### src/rtl/core/isl_pkg.sv
package isl_pkg;

   // fixed field widths
   localparam int ADDR_W      = 48;
   localparam int STAMP_W     = 64;
   localparam int PROD_FIELDS = 3;

   // request commands
   localparam logic CMD_QUERY = 1'b0;
   localparam logic CMD_TRAIN = 1'b1;

   // result of one compare step of the shared way unit
   typedef struct packed {
      logic match;
      logic older;
   } isl_cmp_type;

endpackage

### src/rtl/core/isl_way_unit.sv
module isl_way_unit #(
   parameter int WAYS  = 2,
   parameter int TAG_W = 42,
   parameter int WAY_W = 1
) (
   input  logic [WAYS*(TAG_W+isl_pkg::STAMP_W)-1:0] row,
   input  logic [WAY_W-1:0]                         way_sel,
   input  logic [TAG_W-1:0]                         tag,
   input  logic [isl_pkg::STAMP_W-1:0]              victim_stamp,
   output logic [isl_pkg::STAMP_W-1:0]              way_stamp,
   output isl_pkg::isl_cmp_type                     cmp
);

   import isl_pkg::*;

   localparam int ENT_W = TAG_W + STAMP_W;

   logic [ENT_W-1:0] entry;

   // pick the way under examination
   always_comb begin
      entry = row[ENT_W-1:0];
      for (int w = 0; w < WAYS; w++) begin
         if (way_sel == WAY_W'(w)) begin
            entry = row[w*ENT_W +: ENT_W];
         end
      end
   end

   // tag match and stamp age compare
   assign way_stamp = entry[STAMP_W-1:0];
   assign cmp.match = (entry[ENT_W-1:STAMP_W] == tag);
   assign cmp.older = (entry[STAMP_W-1:0] < victim_stamp);

endmodule

### config.mk
export PLATFORM = sky130hd
export DESIGN_NAME = isl_way_unit
export DESIGN_NICKNAME = d
export VERILOG_FILES = /design/src/rtl/core/isl_pkg.sv /design/src/rtl/core/isl_way_unit.sv
export SDC_FILE = /design/constraint.sdc
export NUM_CORES = 1
export LEC_CHECK = 0
export BUFFER_PORTS_ARGS = -buffer_cell sky130_fd_sc_hd__buf_2
export CORE_AREA = 2 2 150 152
export DETAILED_ROUTE_END_ITERATION = 8
export DIE_AREA = 0 0 152 154
export PLACE_DENSITY = 0.39
export REMOVE_ABC_BUFFERS = 1
export SLEW_MARGIN = 40
export SYNTH_ARGS = -nofsm -noshare
export SYNTH_HDL_FRONTEND = slang
export SYNTH_SLANG_ARGS = --single-unit
### constraint.sdc
create_clock -name vclk -period 5.1
set_input_delay 1.02 -clock vclk [all_inputs]
set_output_delay 1.02 -clock vclk [all_outputs]
set_load 0.01 [all_outputs]
==> run_results.csv <==
group,metric,value,unit
critical_path,critPathArrivalTime,3.78,ns
critical_path,path_cells,"buf_4 -> buf_12 -> buf_12 -> mux2_2 -> ha_1 -> nand4_1 -> nor4_2 -> nand2_1 -> nor3_1 -> nor4_1 -> o31a_1 -> buf_2",
run,drv_cap,0,
critical_path,cp-end-kind,"primary output",
critical_path,required,4.08,ns
sta,setup_violations,0,
critical_path,worst_path_most_repeated_cell,"buf_12",
routing,via_per_inst,4.03,
logic_synthesis,synth_top_area_share,24.2,%
sta,finalHoldViolCount,0,
global_route,grt_pass1_wl,23.6,mm
final_layout,seq_area,0,µm²
logic_synthesis,syn_avg_cell_area,8.20,µm²
routing,drt_first_iter_violations,111,
place,dp_cells,1059,
routing,wire_per_inst,15.2,µm
outcome,status,"finished clean",
clock_tree,cts_hold_buf,0,
power_and_ir_drop,p_leak,3.18,nW
die,die_height,154,µm
hold_path,hold_path.class,"in -> out",
critical_path,start_kind,"input pin",
final_layout,layoutNonFillerInstCount,1061,
global_route,track_usage,12.7,%
critical_path,critPathMaxStageDelay,0.41,ns
place,globalplace.congestion,0.776,
power_and_ir_drop,powerDensity,87.5,nW/µm²
routing,dr.pass1.iters,4,
logic_synthesis,yosysUniqueCellTypes,35,
die,fp.dieArea,23400,µm²
power_and_ir_drop,totalPowerFinal,0.488,mW
power_and_ir_drop,ir_drop,31.7,µV
routing,drc,0,
global_route,grt_max_degree,43,
final_layout,clkbuf_count,0,
place,io_buffer_count,385,
final_layout,drive_gt1_share,59.1,%
sta,min_period,4.80,ns
die,boundaryPins,385,
logic_synthesis,synth_top_area_cell,"ha_1",
final_layout,fin_nets,1163,
global_route,grt_pass1_vias,4415,
logic_synthesis,synth_area_leaders,"ha_1 (24%), mux2_2 (22%), mux2i_1 (13%)",
place,dp_hpwl,15.3,mm
global_route,grt_antenna_before_repair,4,
sta,worstMarginPinSlew,0.707,ns
die,initial_utilization,15.0,%
die,chipWidth,152,µm
sta,slew_headroom,52.9,%
die,rows,54,
logic_synthesis,postSynthCellCount,398,
routing,routed_wirelength,16.1,mm
logic_synthesis,netlist_area,3260,µm²
final_layout,nFlopsAndLatches,0,
final_layout,syn_to_final_growth,70.7,%
sta,fmax,208,MHz
die,fp.coreArea,21700,µm²
logic_synthesis,seq_area_frac_synth,0,%
global_route,overflow,0,
critical_path,crit_slowest_cell,"nor4_2",
routing,num_vias,4276,
sta,slew_violations,0,
critical_path,cp-endpoint,"cmp[0]",
routing,postRouteAntennaNets,0,
critical_path,path_max_fanout,24,
critical_path,cp-startpoint,"way_sel",
logic_synthesis,ys_warn_count,0,
logic_synthesis,synth_common_cells,"inv_1 (65), ha_1 (63), mux2_2 (63)",
sta,finalCritPeriodShare,94.1,%
logic_synthesis,synth_most_common_cell,"inv_1",
critical_path,worstSetupPathType,"in -> out",
==> cells in the final DEF, fill, tap and decap left out, drive strengths merged, types with 2 or more instances in the layout <==
cell / n
o211ai: 4
inv: 65
mux2i: 43
nor2: 6
o21ai: 6
nand3: 3
nand4: 11
a31oi: 2
nand2: 17
a21oi: 20
nor3: 3
nor4: 13
mux2: 63
a211oi: 3
ha: 63
nand2b: 2
buf: 393
diode: 2
a221o: 2
xnor2: 40
a21o: 7
xor2: 2
o21a: 2
==> cell families after synthesis <==
kind of cell	Yosys count	synth area share, %
buffers and inverters	77	9.93
multiplexers	106	34.9
adder cells (fa/ha/maj)	63	24.2
AND/OR/NAND/NOR	58	9.43
AO/OA/AOI/OAI	52	10.3
XOR/XNOR	42	11.3
==> how the worst min path moves through the flow <==
stage | to | start | cells past startpoint
final | way_stamp[0] | row[106] | 4
after global routing | way_stamp[21] | row[127] | 3
after CTS | way_stamp[0] | row[106] | 4
after detailed placement | way_stamp[0] | row[106] | 4
after global placement | way_stamp[0] | row[106] | 4
after floorplan | way_stamp[0] | row[0] | 2
==> area by class of cell <==
| cell class | instances | area (µm²) |
|---|---|---|
| Inverter | 65 | 244 |
| Fill cell | 2476 | 16100 |
| Timing Repair Buffer | 393 | 2010 |
| Tap cell | 280 | 350 |
| Multi-Input combinational cell | 321 | 2960 |
| Antenna cell | 2 | 5.00 |
==> layer usage <==
layer | GRT usage, % | routed length (µm) | vias to the layer above
met1 | 13.6 | 6010 | 1831
met3 | 2.48 | 1180 | 16
met5 | 0 | 18 | -
met2 | 25.8 | 8610 | 235
li1 | - | - | 2192
met4 | 1.87 | 302 | 2
==> metrics by stage <==
| step | hold WS (ns) | setup TNS [ns] | instance area [µm²] | setup WS (ns) | util (%) |
|---|---|---|---|---|---|
| finish | 2.36 | 0 | 5570 | 0.302 | 25.7 |
| global route | 2.39 | -0.0276 | 5570 | -0.0276 | 25.7 |
| CTS | 2.37 | 0 | 5550 | 0.0355 | 25.6 |
| detailed placement | 2.36 | 0 | 5550 | 0.0370 | 25.6 |
| global placement | 2.37 | 0 | 5550 | 0.0794 | 25.6 |
| floorplan | 2.19 | 0 | 3180 | 1.22 | - |
==> repair_timing <==
| action | CTS | global route |
|---|---|---|
| setup endpoints to repair | 0 | 1 |
| buffers inserted | 0 | 0 |
| gates resized for setup | 0 | 3 |
==> worst max-delay path: cells and delay by family <==
family	cells	cell delay [ns]
AO/OA/AOI/OAI	1	0.33
adder cells (fa/ha/maj)	1	0.30
buffers and inverters	4	0.68
multiplexers	1	0.37
AND/OR/NAND/NOR	5	1.05
==> report_power, final <==
part / internal [mW] / leakage (nW) / switching [mW]
clock: 0.0000000524 / 0.0000127 / 0
combinational: 0.262 / 3.18 / 0.226
sequential: 0 / 0 / 0
Note: power is estimated with default switching activity, not from simulation.
