`config.mk`:
```
export PLATFORM = sky130hd
export DESIGN_NAME = isl_ram
export DESIGN_NICKNAME = d
export VERILOG_FILES = /design/src/rtl/core/isl_ram.sv
export SDC_FILE = /design/constraint.sdc
export NUM_CORES = 2
export LEC_CHECK = 0
export ABC_AREA = 1
export BUFFER_PORTS_ARGS = -buffer_cell sky130_fd_sc_hd__buf_2
export CAP_MARGIN = 10
export CORE_ASPECT_RATIO = 1.1
export CORE_MARGIN = 4
export CORE_UTILIZATION = 30
export CTS_CLUSTER_DIAMETER = 80
export DETAILED_ROUTE_END_ITERATION = 8
export PLACE_DENSITY = 0.44
export SYNTH_ARGS = -nofsm -noshare
export SYNTH_HDL_FRONTEND = slang
export SYNTH_SLANG_ARGS = --single-unit
```
`constraint.sdc`:
```
create_clock -name clock -period 4.8 [get_ports clock]
set_clock_uncertainty 0.2 [all_clocks]
set_input_delay 0.48 -clock clock [delete_from_list [all_inputs] [get_ports clock]]
set_output_delay 0.48 -clock clock [all_outputs]
set_load 0.005 [all_outputs]
```
`src/rtl/core/isl_ram.sv`:
```
module isl_ram #(
   parameter int WIDTH = 32,
   parameter int DEPTH = 64
) (
   input  logic                     clock,
   input  logic                     wr_en,
   input  logic [$clog2(DEPTH)-1:0] wr_addr,
   input  logic [WIDTH-1:0]         wr_data,
   input  logic [$clog2(DEPTH)-1:0] rd_addr,
   output logic [WIDTH-1:0]         rd_data
);

   logic [WIDTH-1:0] mem_ff [DEPTH];
   logic [WIDTH-1:0] rd_data_ff;

   // one write port, one registered read port
   always_ff @(posedge clock) begin
      if (wr_en) begin
         mem_ff[wr_addr] <= wr_data;
      end
      rd_data_ff <= mem_ff[rd_addr];
   end

   assign rd_data = rd_data_ff;

endmodule

```
==> flow_summary.html <==
<table>
<tr><th>Metric</th><th>Value</th></tr>
<tr><th colspan="2">Status</th></tr>
<tr><td>Run status</td><td>completed</td></tr>
<tr><th colspan="2">Finish</th></tr>
<tr><td>Count of nets after finishing</td><td>slightly below 7,000</td></tr>
<tr><td>Final std cells w/o fill</td><td>roughly 11,000</td></tr>
<tr><td>Most common cell after layout, fill and taps aside</td><td>sky130_fd_sc_hd__nand2_1</td></tr>
<tr><td>Filler Cell Count</td><td>approximately 27,000</td></tr>
<tr><td>Share of final-layout standard cells stronger than drive strength 1</td><td>0.0953</td></tr>
<tr><td>Combined flip-flop and latch cell area</td><td>slightly above 0.06 mm2</td></tr>
<tr><td>Area occupied by multi-input gates</td><td>0.0188 mm2</td></tr>
<tr><td>Synth-to-layout area growth</td><td>15.5%</td></tr>
<tr><td>Top library cells by usage in the layout, fill and taps aside</td><td>2,248 x sky130_fd_sc_hd__nand2_1, 2,048 x sky130_fd_sc_hd__edfxtp_1, 1,907 x sky130_fd_sc_hd__nand3_1</td></tr>
<tr><th colspan="2">Route</th></tr>
<tr><td>Antenna violation net count after detailed routing</td><td>0</td></tr>
<tr><td>Remaining DRCs</td><td>0</td></tr>
<tr><td>Initial DRC count</td><td>~5,200</td></tr>
<tr><td>First-pass detailed-route iteration total</td><td>5</td></tr>
<tr><td>Via-to-Cell Ratio</td><td>5.01</td></tr>
<tr><td>Via total after detailed routing</td><td>approximately 54,000</td></tr>
<tr><td>Total length of routed wires</td><td>about 290 mm</td></tr>
<tr><td>Final routed wire length divided by cell count</td><td>26.6 um</td></tr>
<tr><th colspan="2">Pwr</th></tr>
<tr><td>Static Leak</td><td>between 30 and 40 nW</td></tr>
<tr><td>Largest vdd supply drop</td><td>a little under 0.3 mV</td></tr>
<tr><td>Power per standard cell area</td><td>between 400 and 500 mW/mm2</td></tr>
<tr><th colspan="2">Die</th></tr>
<tr><td>Die X</td><td>509 um</td></tr>
<tr><td>Initial core utilization</td><td>0.302</td></tr>
<tr><td>Top Ports</td><td>slightly below 80</td></tr>
<tr><td>Die Span Y</td><td>559 um</td></tr>
<tr><td>Number of placement rows</td><td>~200</td></tr>
<tr><td>Die outline area</td><td>~0.28 mm2</td></tr>
<tr><td>Placeable Area</td><td>approximately 0.27 mm2</td></tr>
<tr><th colspan="2">Clock network</th></tr>
<tr><td>Clock transition at the registers of the reported paths</td><td>0.06 ns</td></tr>
<tr><td>Clock Sink Count</td><td>roughly 2,100</td></tr>
<tr><td>CTS max path bufs</td><td>3</td></tr>
<tr><td>TritonCTS clock tree</td><td>yes</td></tr>
<tr><td>TritonCTS buffer count</td><td>220</td></tr>
<tr><td>Number of levels the H-tree was split into</td><td>4</td></tr>
<tr><td>Resize count post-CTS</td><td>0</td></tr>
<tr><td>Clock insertion delay at the later pin of the skew report</td><td>between 0.8 and 0.9 ns</td></tr>
<tr><td>Buffer type at the clock tree root</td><td>sky130_fd_sc_hd__clkbuf_16</td></tr>
<tr><th colspan="2">Worst setup path</th></tr>
<tr><td>Arrival time reported for the critical path endpoint</td><td>3.38 ns</td></tr>
<tr><td>Type of element capturing the critical path</td><td>flip-flop</td></tr>
<tr><td>Launch point of the worst reg-to-reg path</td><td>mem_ff[63][15]$_DFFE_PP_</td></tr>
<tr><td>Register-to-Register Setup Slack</td><td>between 2 and 3 ns</td></tr>
<tr><td>Worst-path fanout max</td><td>16</td></tr>
<tr><td>Cell count of the worst reg-to-reg path</td><td>8</td></tr>
<tr><td>Kind of start point of the critical path</td><td>primary input</td></tr>
<tr><td>CP max-delay cell</td><td>sky130_fd_sc_hd__nor2_4</td></tr>
<tr><td>Worst path max stage delay</td><td>approximately 0.94 ns</td></tr>
<tr><td>Critical register-to-register path endpoint</td><td>rd_data[15]$_DFF_P_</td></tr>
<tr><td>Crit-path cells</td><td>dlygate4sd3_1 &gt; buf_2 &gt; nand4_1 &gt; nor2_4 &gt; buf_4</td></tr>
<tr><td>CP Data Required Time</td><td>between 5 and 6 ns</td></tr>
<tr><td>Critical Path Start</td><td>wr_addr[2]</td></tr>
<tr><td>Critical path class</td><td>in -&gt; reg</td></tr>
<tr><th colspan="2">Logic synthesis</th></tr>
<tr><td>Ys Warns</td><td>0</td></tr>
<tr><td>Share of the synthesized area in the top cell type</td><td>0.743</td></tr>
<tr><td>Post-Synthesis Cells</td><td>a little under 7,000</td></tr>
<tr><td>Leading cell types by total area after synthesis</td><td>sky130_fd_sc_hd__edfxtp_1 74%, sky130_fd_sc_hd__nand3_1 12%, sky130_fd_sc_hd__nand2_1 10%</td></tr>
<tr><td>Library cell with the largest summed area after synthesis</td><td>sky130_fd_sc_hd__edfxtp_1</td></tr>
<tr><td>Syn_nets</td><td>between 6,000 and 7,000</td></tr>
<tr><td>Combined area of all synthesized cells</td><td>approximately 0.083 mm2</td></tr>
<tr><td>Number of synthesized register bits</td><td>roughly 2,100</td></tr>
<tr><td>Sequential cell area fraction in the yosys report</td><td>0.751</td></tr>
<tr><td>Average cell area after synthesis</td><td>12.2 um2</td></tr>
<tr><td>Post-synth cell types</td><td>16</td></tr>
<tr><th colspan="2">Placement</th></tr>
<tr><td>Post-placement cell count</td><td>around 10,000</td></tr>
<tr><td>Count of buffers from port buffering</td><td>between 70 and 80</td></tr>
<tr><td>Minimum setup slack after placement</td><td>~1.0 ns</td></tr>
<tr><td>Placer's final routability congestion estimate</td><td>roughly 0.78</td></tr>
<tr><td>DP HPWL</td><td>approximately 160 mm</td></tr>
<tr><th colspan="2">Global routing</th></tr>
<tr><td>First-pass GRT wire length</td><td>a little over 400 mm</td></tr>
<tr><td>Pin count of the biggest net entering global routing</td><td>154</td></tr>
<tr><td>Global routing usage summed across all routing layers</td><td>0.197</td></tr>
<tr><td>Via count of the first global-routing pass</td><td>roughly 52,000</td></tr>
<tr><td>Antenna violations before repair</td><td>23</td></tr>
<tr><td>Total overflow reported by the global router</td><td>0</td></tr>
<tr><th colspan="2">Hold path</th></tr>
<tr><td>Hold Path Origin</td><td>wr_data[14]</td></tr>
<tr><td>Hold path cells</td><td>1</td></tr>
<tr><td>Type of the most critical hold path</td><td>in -&gt; reg</td></tr>
<tr><td>Hold worst-path end</td><td>mem_ff[45][14]$_DFFE_PP_</td></tr>
<tr><th colspan="2">STA</th></tr>
<tr><td>Worst hold slack across all endpoints</td><td>between 0.07 and 0.08 ns</td></tr>
<tr><td>Upper clock frequency limit</td><td>about 330 MHz</td></tr>
<tr><td>Final critical-path share of the clock period</td><td>0.629</td></tr>
<tr><td>RSZ-0062 raised after global routing</td><td>no</td></tr>
<tr><td>Number of hold violations in the final report</td><td>0</td></tr>
<tr><td>Tmin final</td><td>3.02 ns</td></tr>
<tr><td>Worst-case setup margin in the final layout</td><td>about 1.8 ns</td></tr>
<tr><td>Slew at the pin closest to its max-slew limit</td><td>1.11 ns</td></tr>
<tr><td>Final-report setup violation count</td><td>0</td></tr>
<tr><td>Slew Viols, Final</td><td>0</td></tr>
<tr><td>Tightest slew margin relative to the limit</td><td>0.263</td></tr>
<tr><th colspan="2">Job</th></tr>
<tr><td>Max-capacitance violation count</td><td>0</td></tr>
</table>
## per-stage QoR
| stage | utilization | TNS, ns | power, W | area (um2) |
|---|---|---|---|---|
| after floorplan | - | -2.56 | 0.0218 | 82700 |
| after global placement | 0.324 | 0 | 0.0231 | 88500 |
| after detailed placement | 0.324 | 0 | 0.0231 | 88500 |
| after CTS | 0.349 | 0 | 0.0394 | 95500 |
| after global routing | 0.349 | 0 | 0.0404 | 95500 |
| final | 0.349 | 0 | 0.0390 | 95600 |
## worst max-delay path by stage
stage	to	slack (ns)	depth (start not counted)
6_report	mem_ff[63][6]$_DFFE_PP_	1.78	5
2_1_floorplan	mem_ff[48][0]$_DFFE_PP_	-0.01	3
3_3_place_gp	rd_data[29]$_DFF_P_	1.06	11
5_1_grt	mem_ff[63][6]$_DFFE_PP_	1.77	5
3_5_place_dp	rd_data[29]$_DFF_P_	1.01	11
4_1_cts	mem_ff[47][0]$_DFFE_PP_	1.83	5
## Yosys cell counts
cell type                  instances
sky130_fd_sc_hd__buf_4            45
sky130_fd_sc_hd__edfxtp_1       2048
sky130_fd_sc_hd__inv_4             1
sky130_fd_sc_hd__buf_6             3
sky130_fd_sc_hd__nand3_1        1907
sky130_fd_sc_hd__buf_2           282
sky130_fd_sc_hd__dfxtp_1          32
sky130_fd_sc_hd__buf_8             2
sky130_fd_sc_hd__inv_2             2
sky130_fd_sc_hd__nand4_1           9
sky130_fd_sc_hd__buf_1            40
sky130_fd_sc_hd__nand2_1        2248
sky130_fd_sc_hd__nor2_1           56
sky130_fd_sc_hd__inv_1             9
sky130_fd_sc_hd__nor4_1            8
sky130_fd_sc_hd__clkbuf_1         77
## power by group
| part | internal, W | switching, W | total, W |
|---|---|---|---|
| Clock | 0.00906 | 0.00727 | 0.0163 |
| Sequential | 0.0201 | 0.000105 | 0.0202 |
| Combinational | 0.000593 | 0.00190 | 0.00250 |
## worst max-delay path: cells and delay by family
kind | cells | cell delay, ns
and+or+nand+nor | 2 | 1.74
buffers and inverters | 3 | 1.12
## area by class of cell
| cell class | count | area share |
|---|---|---|
| Antenna cell | 25 | 0.000655 |
| Clock buffer | 283 | 0.0611 |
| Clock inverter | 126 | 0.0103 |
| Inverter | 12 | 0.000890 |
| Multi-Input combinational cell | 4228 | 0.196 |
| Sequential cell | 2080 | 0.650 |
| Tap cell | 3654 | 0.0478 |
| Timing Repair Buffer | 321 | 0.0325 |
## registers in the layout (all words and copies together), names as in the netlist
register	count
mem_ff	2048
rd_data	32
## repair_timing
action,in CTS,in global routing
setup endpoints to repair,0,0
hold endpoints to repair,219,0
hold buffers,15,0
setup buffers,0,0
## cell families (layout without fill, tap and decap cells)
| family | count (synthesis) | count (layout) | share of synthesized area |
|---|---|---|---|
| simple gates | 4228 | 4228 | 0.221 |
| flops | 2080 | 2080 | 0.751 |
| buf+inv | 461 | 742 | 0.0278 |
| other cells | 0 | 25 | 0 |
## per-layer routing
| layer | up-vias | global-route usage | part of all wire |
|---|---|---|---|
| met1 | 27513 | 0.264 | 0.43 |
| met2 | 1447 | 0.335 | 0.49 |
| met3 | 361 | 0.0216 | 0.044 |
| met5 | - | 0 | 0.00012 |
| met4 | 6 | 0.0642 | 0.033 |
| li1 | 24389 | - | - |
Power figures use the tool's default switching activity.
